### src/sv/bd_pkg.sv
`default_nettype none

package bd_pkg;

    localparam int DEPTH_DEF = 16;

    localparam int VALUE_W  = 32;
    localparam int REQ_W    = 3;
    localparam int STATUS_W = 2;
    localparam int POS_W    = 4;
    localparam int COUNT_W  = 5;

    localparam logic [REQ_W-1:0] REQ_INS_FRONT = 3'd0;
    localparam logic [REQ_W-1:0] REQ_INS_BACK  = 3'd1;
    localparam logic [REQ_W-1:0] REQ_DEL_FRONT = 3'd2;
    localparam logic [REQ_W-1:0] REQ_DEL_BACK  = 3'd3;
    localparam logic [REQ_W-1:0] REQ_SEARCH    = 3'd4;

    localparam logic [STATUS_W-1:0] STS_DONE  = 2'd0;
    localparam logic [STATUS_W-1:0] STS_FULL  = 2'd1;
    localparam logic [STATUS_W-1:0] STS_EMPTY = 2'd2;

    // what a cell latches in a cycle
    typedef enum logic [1:0] {
        CELL_HOLD,
        CELL_LOAD,
        CELL_FROM_PREV,
        CELL_FROM_NEXT
    } t_cell_op;

    typedef enum logic [1:0] {
        ST_IDLE,
        ST_SCAN,
        ST_FIN
    } t_state;

endpackage

`default_nettype wire

### src/sv/bd_req_if.sv
`default_nettype none

interface bd_req_if
    import bd_pkg::*;
();
    logic                      valid;
    logic                      ready;
    logic        [REQ_W-1:0]   req_type;
    logic signed [VALUE_W-1:0] value;

    modport source (output valid, output req_type, output value, input ready);
    modport sink   (input valid, input req_type, input value, output ready);
endinterface

`default_nettype wire

### src/sv/bd_rsp_if.sv
`default_nettype none

interface bd_rsp_if
    import bd_pkg::*;
();
    logic                valid;
    logic                ready;
    logic [STATUS_W-1:0] status;
    logic                found;
    logic [POS_W-1:0]    position;
    logic [COUNT_W-1:0]  count;

    modport source (output valid, output status, output found, output position,
                    output count, input ready);
    modport sink   (input valid, input status, input found, input position,
                    input count, output ready);
endinterface

`default_nettype wire

### src/sv/bd_cell.sv
`default_nettype none

module bd_cell
    import bd_pkg::*;
(
    input  wire logic                i_clk,
    input  wire t_cell_op            i_op,
    input  wire logic [VALUE_W-1:0]  i_load_value,
    input  wire logic [VALUE_W-1:0]  i_prev_value,
    input  wire logic [VALUE_W-1:0]  i_next_value,
    output logic      [VALUE_W-1:0]  o_value
);

    logic [VALUE_W-1:0] r_value;
    logic [VALUE_W-1:0] n_value;

    always_comb begin
        unique case (i_op)
            CELL_HOLD:      n_value = r_value;
            CELL_LOAD:      n_value = i_load_value;
            CELL_FROM_PREV: n_value = i_prev_value;
            CELL_FROM_NEXT: n_value = i_next_value;
            default:        n_value = r_value;
        endcase
    end

    always_ff @(posedge i_clk) begin
        r_value <= n_value;
    end

    assign o_value = r_value;

endmodule

`default_nettype wire

### src/sv/bounded_deque_with_search_unit.sv
// Bounded double-ended queue with linear search.
//
// i_req (sink): req_type and value. 0/1 insert at front/back, 2/3 remove
// from front/back, 4 search for the first entry equal to value.
// o_rsp (source): status, found, position (from the front) and count after
// the request. Exactly one response per transfer, in request order.
//
// Entries live in a row of DEPTH cells, cell 0 being the front. Insert
// front and remove front shift the whole row by one cell, all cells together.
// Queue requests take one cycle: the response is valid the cycle after the
// transfer and a new request may be taken every cycle.
// A search rotates the row once around, one cell per cycle, comparing at
// cell 0: it steps through the scan state, then the finish state loads its
// response once the output register is free, and only then is a new request taken.
//
// Reset (synchronous, active low) empties the queue and drops any pending
// response. If the receiver stalls, the response is held in the output
// register and no new request is taken until it is transferred or taken
// in the same cycle.
`default_nettype none

module bounded_deque_with_search_unit
    import bd_pkg::*;
#(
    parameter int DEPTH = DEPTH_DEF
) (
    input  wire logic i_clk,
    input  wire logic i_rst_n,
    bd_req_if.sink    i_req,
    bd_rsp_if.source  o_rsp
);

    localparam int IW = (DEPTH > 1) ? $clog2(DEPTH) : 1;
    localparam int CW = $clog2(DEPTH + 1);

    t_state             r_state;
    t_state             n_state;
    logic [CW-1:0]      r_count;
    logic [CW-1:0]      n_count;
    logic [IW-1:0]      r_step;
    logic [IW-1:0]      r_pos;
    logic               r_hit;
    logic [VALUE_W-1:0] r_key;

    logic                r_out_valid;
    logic [STATUS_W-1:0] r_out_status;
    logic                r_out_found;
    logic [POS_W-1:0]    r_out_pos;
    logic [COUNT_W-1:0]  r_out_count;

    logic [VALUE_W-1:0] w_cell_value [DEPTH];
    t_cell_op           w_cell_op    [DEPTH];

    logic w_out_free;
    logic w_ready;
    logic w_accept;
    logic w_scan;
    logic w_fin_load;
    logic w_last_step;
    logic w_full;
    logic w_empty;
    logic w_do_ins_front;
    logic w_do_ins_back;
    logic w_do_del_front;

    logic [STATUS_W-1:0] w_status;
    logic [IW+POS_W-1:0] w_pos_ext;
    logic [CW+COUNT_W-1:0] w_cnt_ext;
    logic [CW+COUNT_W-1:0] w_ncnt_ext;

    assign w_out_free  = !r_out_valid || o_rsp.ready;
    assign w_accept    = i_req.valid && w_ready;
    assign w_full      = (r_count == CW'(DEPTH));
    assign w_empty     = (r_count == '0);
    assign w_last_step = (r_step == IW'(DEPTH - 1));

    assign w_do_ins_front = w_accept && (i_req.req_type == REQ_INS_FRONT) && !w_full;
    assign w_do_ins_back  = w_accept && (i_req.req_type == REQ_INS_BACK) && !w_full;
    assign w_do_del_front = w_accept && (i_req.req_type == REQ_DEL_FRONT) && !w_empty;

    // next state
    always_comb begin
        n_state = r_state;
        unique case (r_state)
            ST_IDLE: if (w_accept && (i_req.req_type == REQ_SEARCH)) n_state = ST_SCAN;
            ST_SCAN: if (w_last_step) n_state = ST_FIN;
            ST_FIN:  if (w_out_free) n_state = ST_IDLE;
            default: n_state = ST_IDLE;
        endcase
    end

    // state outputs
    always_comb begin
        w_ready    = 1'b0;
        w_scan     = 1'b0;
        w_fin_load = 1'b0;
        unique case (r_state)
            ST_IDLE: w_ready    = w_out_free;
            ST_SCAN: w_scan     = 1'b1;
            ST_FIN:  w_fin_load = w_out_free;
            default: w_ready    = 1'b0;
        endcase
    end

    assign i_req.ready = w_ready;

    // queue request result
    always_comb begin
        n_count  = r_count;
        w_status = STS_DONE;
        unique case (i_req.req_type)
            REQ_INS_FRONT, REQ_INS_BACK: begin
                if (w_full) w_status = STS_FULL;
                else        n_count  = r_count + 1'b1;
            end
            REQ_DEL_FRONT, REQ_DEL_BACK: begin
                if (w_empty) w_status = STS_EMPTY;
                else         n_count  = r_count - 1'b1;
            end
            default: n_count = r_count;
        endcase
    end

    // cell row: prev/next wrap around to close the ring
    for (genvar gi = 0; gi < DEPTH; gi++) begin : g_cell
        always_comb begin
            priority if (w_scan || w_do_del_front) begin
                w_cell_op[gi] = CELL_FROM_NEXT;
            end else if (w_do_ins_front) begin
                w_cell_op[gi] = (gi == 0) ? CELL_LOAD : CELL_FROM_PREV;
            end else if (w_do_ins_back && (r_count == CW'(gi))) begin
                w_cell_op[gi] = CELL_LOAD;
            end else begin
                w_cell_op[gi] = CELL_HOLD;
            end
        end

        bd_cell u_cell (
            .i_clk        (i_clk),
            .i_op         (w_cell_op[gi]),
            .i_load_value (i_req.value),
            .i_prev_value (w_cell_value[(gi + DEPTH - 1) % DEPTH]),
            .i_next_value (w_cell_value[(gi + 1) % DEPTH]),
            .o_value      (w_cell_value[gi])
        );
    end

    always_ff @(posedge i_clk) begin
        if (!i_rst_n) begin
            r_state <= ST_IDLE;
            r_count <= '0;
            r_step  <= '0;
            r_hit   <= 1'b0;
        end else begin
            r_state <= n_state;
            if (w_accept) begin
                r_count <= n_count;
                r_step  <= '0;
                r_hit   <= 1'b0;
            end else if (w_scan) begin
                r_step <= r_step + 1'b1;
                // cell 0 holds entry r_step of the sequence now
                if (!r_hit && (CW'(r_step) < r_count) && (w_cell_value[0] == r_key)) begin
                    r_hit <= 1'b1;
                end
            end
        end
    end

    always_ff @(posedge i_clk) begin
        if (w_accept) begin
            r_key <= i_req.value;
            r_pos <= '0;
        end else if (w_scan && !r_hit && (CW'(r_step) < r_count)
                     && (w_cell_value[0] == r_key)) begin
            r_pos <= r_step;
        end
    end

    assign w_pos_ext  = {{POS_W{1'b0}}, r_pos};
    assign w_cnt_ext  = {{COUNT_W{1'b0}}, r_count};
    assign w_ncnt_ext = {{COUNT_W{1'b0}}, n_count};

    always_ff @(posedge i_clk) begin
        if (!i_rst_n) begin
            r_out_valid <= 1'b0;
        end else if (w_fin_load) begin
            r_out_valid <= 1'b1;
        end else if (w_accept && (i_req.req_type != REQ_SEARCH)) begin
            r_out_valid <= 1'b1;
        end else if (o_rsp.ready) begin
            r_out_valid <= 1'b0;
        end
    end

    always_ff @(posedge i_clk) begin
        if (w_fin_load) begin
            r_out_status <= STS_DONE;
            r_out_found  <= r_hit;
            r_out_pos    <= r_hit ? w_pos_ext[POS_W-1:0] : '0;
            r_out_count  <= w_cnt_ext[COUNT_W-1:0];
        end else if (w_accept && (i_req.req_type != REQ_SEARCH)) begin
            r_out_status <= w_status;
            r_out_found  <= 1'b0;
            r_out_pos    <= '0;
            r_out_count  <= w_ncnt_ext[COUNT_W-1:0];
        end
    end

    assign o_rsp.valid    = r_out_valid;
    assign o_rsp.status   = r_out_status;
    assign o_rsp.found    = r_out_found;
    assign o_rsp.position = r_out_pos;
    assign o_rsp.count    = r_out_count;

    a_count_bound: assert property (@(posedge i_clk) disable iff (!i_rst_n)
        r_count <= CW'(DEPTH))
        else $error("entry count above depth");

    a_scan_len: assert property (@(posedge i_clk) disable iff (!i_rst_n)
        (r_state == ST_SCAN) && w_last_step |=> (r_state == ST_FIN))
        else $error("scan did not finish after a full rotation");

    a_scan_count: assert property (@(posedge i_clk) disable iff (!i_rst_n)
        (r_state == ST_SCAN) |=> $stable(r_count))
        else $error("count changed during search");

    a_hit_pos: assert property (@(posedge i_clk) disable iff (!i_rst_n)
        r_hit && (r_state != ST_IDLE) |-> (CW'(r_pos) < r_count))
        else $error("match position beyond held entries");

    a_no_accept_busy: assert property (@(posedge i_clk) disable iff (!i_rst_n)
        (r_state != ST_IDLE) |-> !w_accept)
        else $error("request taken during search");

endmodule

`default_nettype wire

### src/flat_wrapper.sv
// flat-port wrapper written by rule: the top's interface ports become plain ports
module bounded_deque_with_search_unit_flat import bd_pkg::*;
#(
    parameter int DEPTH = DEPTH_DEF
)
  (i_clk, i_rst_n, i_req_valid, i_req_req_type, i_req_value, i_req_ready, o_rsp_valid, o_rsp_status, o_rsp_found, o_rsp_position, o_rsp_count, o_rsp_ready);
  bd_req_if i_req_i ();
  bd_rsp_if o_rsp_i ();
  input  wire logic i_clk;
  input  wire logic i_rst_n;
  input wire logic [$bits(i_req_i.valid)-1:0] i_req_valid;
  input wire logic [$bits(i_req_i.req_type)-1:0] i_req_req_type;
  input wire logic [$bits(i_req_i.value)-1:0] i_req_value;
  output wire logic [$bits(i_req_i.ready)-1:0] i_req_ready;
  output wire logic [$bits(o_rsp_i.valid)-1:0] o_rsp_valid;
  output wire logic [$bits(o_rsp_i.status)-1:0] o_rsp_status;
  output wire logic [$bits(o_rsp_i.found)-1:0] o_rsp_found;
  output wire logic [$bits(o_rsp_i.position)-1:0] o_rsp_position;
  output wire logic [$bits(o_rsp_i.count)-1:0] o_rsp_count;
  input wire logic [$bits(o_rsp_i.ready)-1:0] o_rsp_ready;
  assign i_req_i.valid = i_req_valid;
  assign i_req_i.req_type = i_req_req_type;
  assign i_req_i.value = i_req_value;
  assign i_req_ready = i_req_i.ready;
  assign o_rsp_valid = o_rsp_i.valid;
  assign o_rsp_status = o_rsp_i.status;
  assign o_rsp_found = o_rsp_i.found;
  assign o_rsp_position = o_rsp_i.position;
  assign o_rsp_count = o_rsp_i.count;
  assign o_rsp_i.ready = o_rsp_ready;
  bounded_deque_with_search_unit #(.DEPTH(DEPTH)) u_core (.i_clk(i_clk), .i_rst_n(i_rst_n), .i_req(i_req_i), .o_rsp(o_rsp_i));
endmodule
### config.mk
export PLATFORM = sky130hd
export DESIGN_NAME = bounded_deque_with_search_unit_flat
export DESIGN_NICKNAME = d
export VERILOG_FILES = /design/src/sv/bd_pkg.sv /design/src/sv/bd_req_if.sv /design/src/sv/bd_rsp_if.sv /design/src/sv/bd_cell.sv /design/src/sv/bounded_deque_with_search_unit.sv /design/src/flat_wrapper.sv
export SDC_FILE = /design/constraint.sdc
export NUM_CORES = 1
export LEC_CHECK = 0
export BUFFER_PORTS_ARGS = -buffer_cell sky130_fd_sc_hd__buf_4
export CORE_MARGIN = 2
export CORE_UTILIZATION = 60
export DETAILED_ROUTE_END_ITERATION = 12
export PLACE_DENSITY_LB_ADDON = 0.12
export SLEW_MARGIN = 20
export SYNTH_ARGS = -nofsm -noshare
export SYNTH_HDL_FRONTEND = slang
export SYNTH_HIERARCHICAL = 1
export SYNTH_SLANG_ARGS = --single-unit
### constraint.sdc
create_clock -name i_clk -period 8.8 [get_ports i_clk]
set_input_delay 0.44 -clock i_clk [delete_from_list [all_inputs] [get_ports i_clk]]
set_output_delay 0.44 -clock i_clk [all_outputs]
set_load 0.02 [all_outputs]
; After elaboration in Yosys (flattened, before gate mapping)
; Cells that the tools add are included.
[word_totals]
register_bits = 573
input_bits = 39
out_inout_bits = 14
elab_cells = 257
[classes]
n_addsub = 3
order_cmp = 1
n_eq_ne = 76
muxes = 87
n_bitwise = 1
reduce_logical = 62
[ops]
columns = operator, count
row1 = 32-bit case mux with 3 select lines, 16
row2 = 2-bit 2-to-1 mux, 36
row3 = 2-bit == test (second input constant), 33
row4 = 5-bit by 4-bit == test with 1-bit output (second input constant), 8
row5 = 2-bit by 1-bit == test with 1-bit output (second input constant), 17
row6 = 2-bit zero test, 17
row7 = 32-bit == test, 1
row8 = 1-bit logical AND, 30
row9 = 1-bit 2-to-1 mux, 25
row10 = 5-bit by 3-bit == test with 1-bit output (second input constant), 4
row11 = 5-bit 2-to-1 mux, 4
row12 = 4-bit 2-to-1 mux, 3
row13 = 5-bit by 2-bit == test with 1-bit output (second input constant), 2
row14 = 5-bit case mux with 2 select lines, 1
row15 = 3-bit by 2-bit == test with 1-bit output (second input constant), 2
row16 = 2-bit by 1-bit inequality test with 1-bit output (second input constant), 3
row17 = 2-bit case mux with 3 select lines, 1
row18 = 2-bit OR reduction, 3
row19 = 5-bit by 1-bit adder with 5-bit output (second input constant), 1
row20 = 5-bit by 1-bit == test with 1-bit output (second input constant), 1
row21 = 5-bit == test (second input constant), 1
row22 = 5-bit zero test, 1
row23 = 4-bit by 5-bit less-than comparator with 1-bit output, 1
row24 = 5-bit by 1-bit subtractor with 5-bit output (second input constant), 1
row25 = other kinds (14), 18

; Logic depth before layout (Yosys ltp)
[depth]
depth_word = 12
depth_mapped = 12
depth_no_buf = 9

; Modules after synthesis
; Netlist, hierarchy kept.
[by_module_without_submodules]
columns = mod, n_inst, cells_per_inst, area_each_um2, seq_area_each_um2
row1 = bd_cell, 16, 140, 1672.9, 960.9
row2 = bounded_deque_with_search_unit, 1, 272, 3114.2, 1641.6

; Worst setup path after synthesis
; No wires, ideal clock.
[synth_path]
path_type = flip-flop to flip-flop
startpoint = register u_core.r_count[0]
endpoint = register u_core.g_cell[10].u_cell.r_value[0], enable pin
setup_time_ns = 0.375
arrival_ns = 3.816
required_time_ns = 8.425
setup_slack_ns = 4.610
stages_incl_launch_ff = 10
path_cell_list = dfxtp_1 -> inv_1 -> ha_1 -> nand4bb_1 -> and2_1 -> clkbuf_1 -> nor2_1 -> o31ai_1 -> buf_4 -> or2_2
[synth_lines]
columns = item, line_no
row1 = start: declaration, bounded_deque_with_search_unit.sv:38  ; logic [CW-1:0] r_count;
row2 = start signal: assignment, bounded_deque_with_search_unit.sv:157  ; r_count <= n_count;
row3 = end signal: assignment, bd_cell.sv:28  ; r_value <= n_value;
row4 = end: declaration, bd_cell.sv:14  ; logic [VALUE_W-1:0] r_value;

==> results.json <==
{
  "setup_violations": 0,
  "syn2layout_area_growth_pct": 5.29,
  "fillers": 3815,
  "synth_nets": 2561,
  "min_period_over_period": 0.547,
  "slowest_delay_ps": 940,
  "hold_path.class": "input port to register",
  "cp.required_ps": 9050,
  "yosys.area.top_type": "edfxtp_1",
  "final_nets": 2516,
  "netlist_area_um2": 29900,
  "synth_edf_count": 554,
  "ys_ff_latch": 573,
  "slew_headroom": 0.218,
  "worst_hold_slack_ps": 162,
  "r2r_cells": 8,
  "crit_arrival_ps": 5060,
  "cts_setup_buffers": 0,
  "synth_cells": 2512,
  "hold_start": "o_rsp_ready",
  "cp_slowest_cell": "a21o_2",
  "p_seq_frac": 0.516,
  "clk_path_buf_depth": 3,
  "grt.total_usage": 0.324,
  "power_mw": 6.80,
  "place_ws_ps": 4090,
  "root_buffer": "clkbuf_16",
  "worst_pin_slew_ps": 1170,
  "grt_max_degree": 269,
  "first_global_vias": 18100,
  "diodes": 0,
  "numPortBuffers": 52,
  "fin_util": 0.641,
  "leakage_nw": 10.2,
  "maxCapViolations": 0,
  "clkSinkCount": 573,
  "cp-start-kind": "register",
  "finalSetupTns_ps": 0,
  "drv_slew": 0,
  "worstSetupPathType": "register to register",
  "tritoncts": "built",
  "min_path_cells": 3,
  "outcome": "complete, no violations",
  "ant_nets": 0,
  "ys_seq_area_frac": 0.569,
  "first_iter_violations": 2867,
  "cp-startpoint": "u_core/r_count[1]",
  "initial_core_util": 0.609,
  "path_cells": "inv_1, ha_1, nor4b_4, or3b_4, o31ai_4, buf_4, a21o_2, or2_2",
  "clk_pin_slew_worst_paths_ps": 60,
  "power.net_switching_mw": 1.86,
  "combPwrFrac": 0.132,
  "antenna_found_initial": 2,
  "cts_resized": 0,
  "first_pass_iters": 5,
  "place_congestion": 0.880,
  "cts_buffers": 61,
  "synthTopCellsByArea": "edfxtp_1 (56%), mux2i_1 (17%), a21oi_1 (8.8%)",
  "grt_overflow": 0,
  "core_area_um2": 49100,
  "ir_drop_v": 0.000192,
  "die-area_um2": 51600,
  "r2r-start": "u_core/r_count[1]",
  "die_w_um": 227,
  "drc_errors": 0,
  "synth_cell_type_count": 56,
  "fin_crit_ps": 4810,
  "dieHeight_um": 227,
  "synth_top_flop_cell": "edfxtp_1",
  "routed_wl_um": 83600,
  "hold_buffers": 0,
  "fp-row-count": 81,
  "yosys-top-cells-count": "edfxtp_1 (554), nor2_1 (532), a21oi_1 (524)",
  "drive_gt1_frac": 0.0799,
  "fin_skew_ps": 16.0,
  "grt_first_pass_wirelength_um": 122000,
  "syn_avg_cell_area_um2": 11.9,
  "wl_per_cell_um": 26.3,
  "h-tree-depth": 2,
  "vias": 20000,
  "fmax_mhz": 208,
  "p_clk_frac": 0.353,
  "netlist.area_leader.share": 0.557,
  "intPower_mw": 4.94,
  "async_reset_ff_frac": 0,
  "reg2reg_slack_ps": 3990,
  "p_sw_frac": 0.274,
  "io_pins": 53,
  "cp-end-kind": "register",
  "clkLatencyLatePin_ps": 630,
  "finalWorstSetupSlack_ps": 3990,
  "rsz0062_at_grt": "no",
  "hold_viol": 0,
  "vias_per_cell": 6.28,
  "synth.most_common_cell": "edfxtp_1",
  "worstPathMaxFanout": 80,
  "p_per_area_nw_per_um2": 216,
  "dp_hpwl_um": 53600,
  "yosysWarnings": 6
}
[layer usage]
layer / global-route usage / vias to the layer above / share of wire
met5: 0 / - / 0.00013
met4: 0.0898 / 2 / 0.024
met3: 0.0534 / 113 / 0.10
met2: 0.479 / 971 / 0.44
met1: 0.495 / 9710 / 0.44
li1: - / 9162 / -
[layout make-up]
| class | count | area (um2) | share of cell area |
|---|---|---|---|
| clock inverter | 34 | 181 | 0.00577 |
| timing repair buffer | 77 | 616 | 0.0196 |
| multi-input combinational | 1746 | 11200 | 0.355 |
| inverter | 8 | 30.0 | 0.000955 |
| tap | 664 | 831 | 0.0264 |
| clock buffer | 77 | 1630 | 0.0518 |
| sequential | 573 | 17000 | 0.541 |
[logic make-up after synthesis]
kind of cell / synth area share
flip-flops: 0.569
adder cells (fa/ha/maj): 0.00419
AND/OR/NAND/NOR: 0.0840
buffers and inverters: 0.0588
multiplexers: 0.173
XOR/XNOR: 0.0106
AO/OA/AOI/OAI: 0.100
[sequential cells by signal, indices dropped and copies added (netlist names)]
name                          cells
u_core/r_count                    5
u_core/r_pos                      4
u_core/o_rsp.status               2
u_core/o_rsp.position             4
u_core/r_key                     32
u_core/o_rsp.found                1
u_core/r_hit                      1
u_core/g_cell.u_cell/o_value    512
u_core/r_state                    2
u_core/o_rsp.valid                1
u_core/o_rsp.count                5
u_core/r_step                     4
[final timing paths]
path	endpoint
max reg2reg	u_core/g_cell[14].u_cell/o_value[9]
max	u_core/g_cell[14].u_cell/o_value[9]
min reg2reg	u_core/o_rsp.status[1]
min	u_core/o_rsp.valid
[metrics by stage]
| step | instances | cell area, um2 |
|---|---|---|
| after floorplan | 2512 | 29900 |
| after global placement | 3068 | 29600 |
| after detailed placement | 3068 | 29600 |
| after CTS | 3179 | 31500 |
| after global routing | 3179 | 31500 |
| final | 3179 | 31500 |
[layout by cell type (no fill, tap or decap), types with 3 or more instances in the layout]
cell,instances
a21o_2,14
a21oi_1,524
a31oi_1,5
and3_1,6
buf_12,3
buf_4,74
clkbuf_1,14
clkbuf_16,63
clkinv_1,16
clkinv_2,15
dfxtp_1,19
edfxtp_1,554
ha_1,10
inv_1,7
mux2i_1,513
nand2_1,13
nand2b_1,4
nand3_1,5
nand4_1,8
nor2_1,532
nor3_1,5
nor4_1,7
o21ai_0,7
o31ai_1,4
or2_2,13
or2_4,3
xnor2_1,3
xor2_1,33
[power by group through the flow]
stage	logic (mW)	registers, mW	clock network, mW
after floorplan	0.690	3.44	0
after global placement	0.850	3.55	0
after detailed placement	0.884	3.55	0
after CTS	0.886	3.50	2.42
after global routing	0.979	3.51	2.52
final	0.895	3.51	2.40
[critical path, delay by kind of cell (launching register included)]
family	cells	cell delay [ps]
buffers and inverters	2	920
AND/OR/NAND/NOR	3	1520
AO/OA/AOI/OAI	2	1110
adder cells (fa/ha/maj)	1	340
flip-flops	1	480
Note: power is estimated with default switching activity, not from simulation.
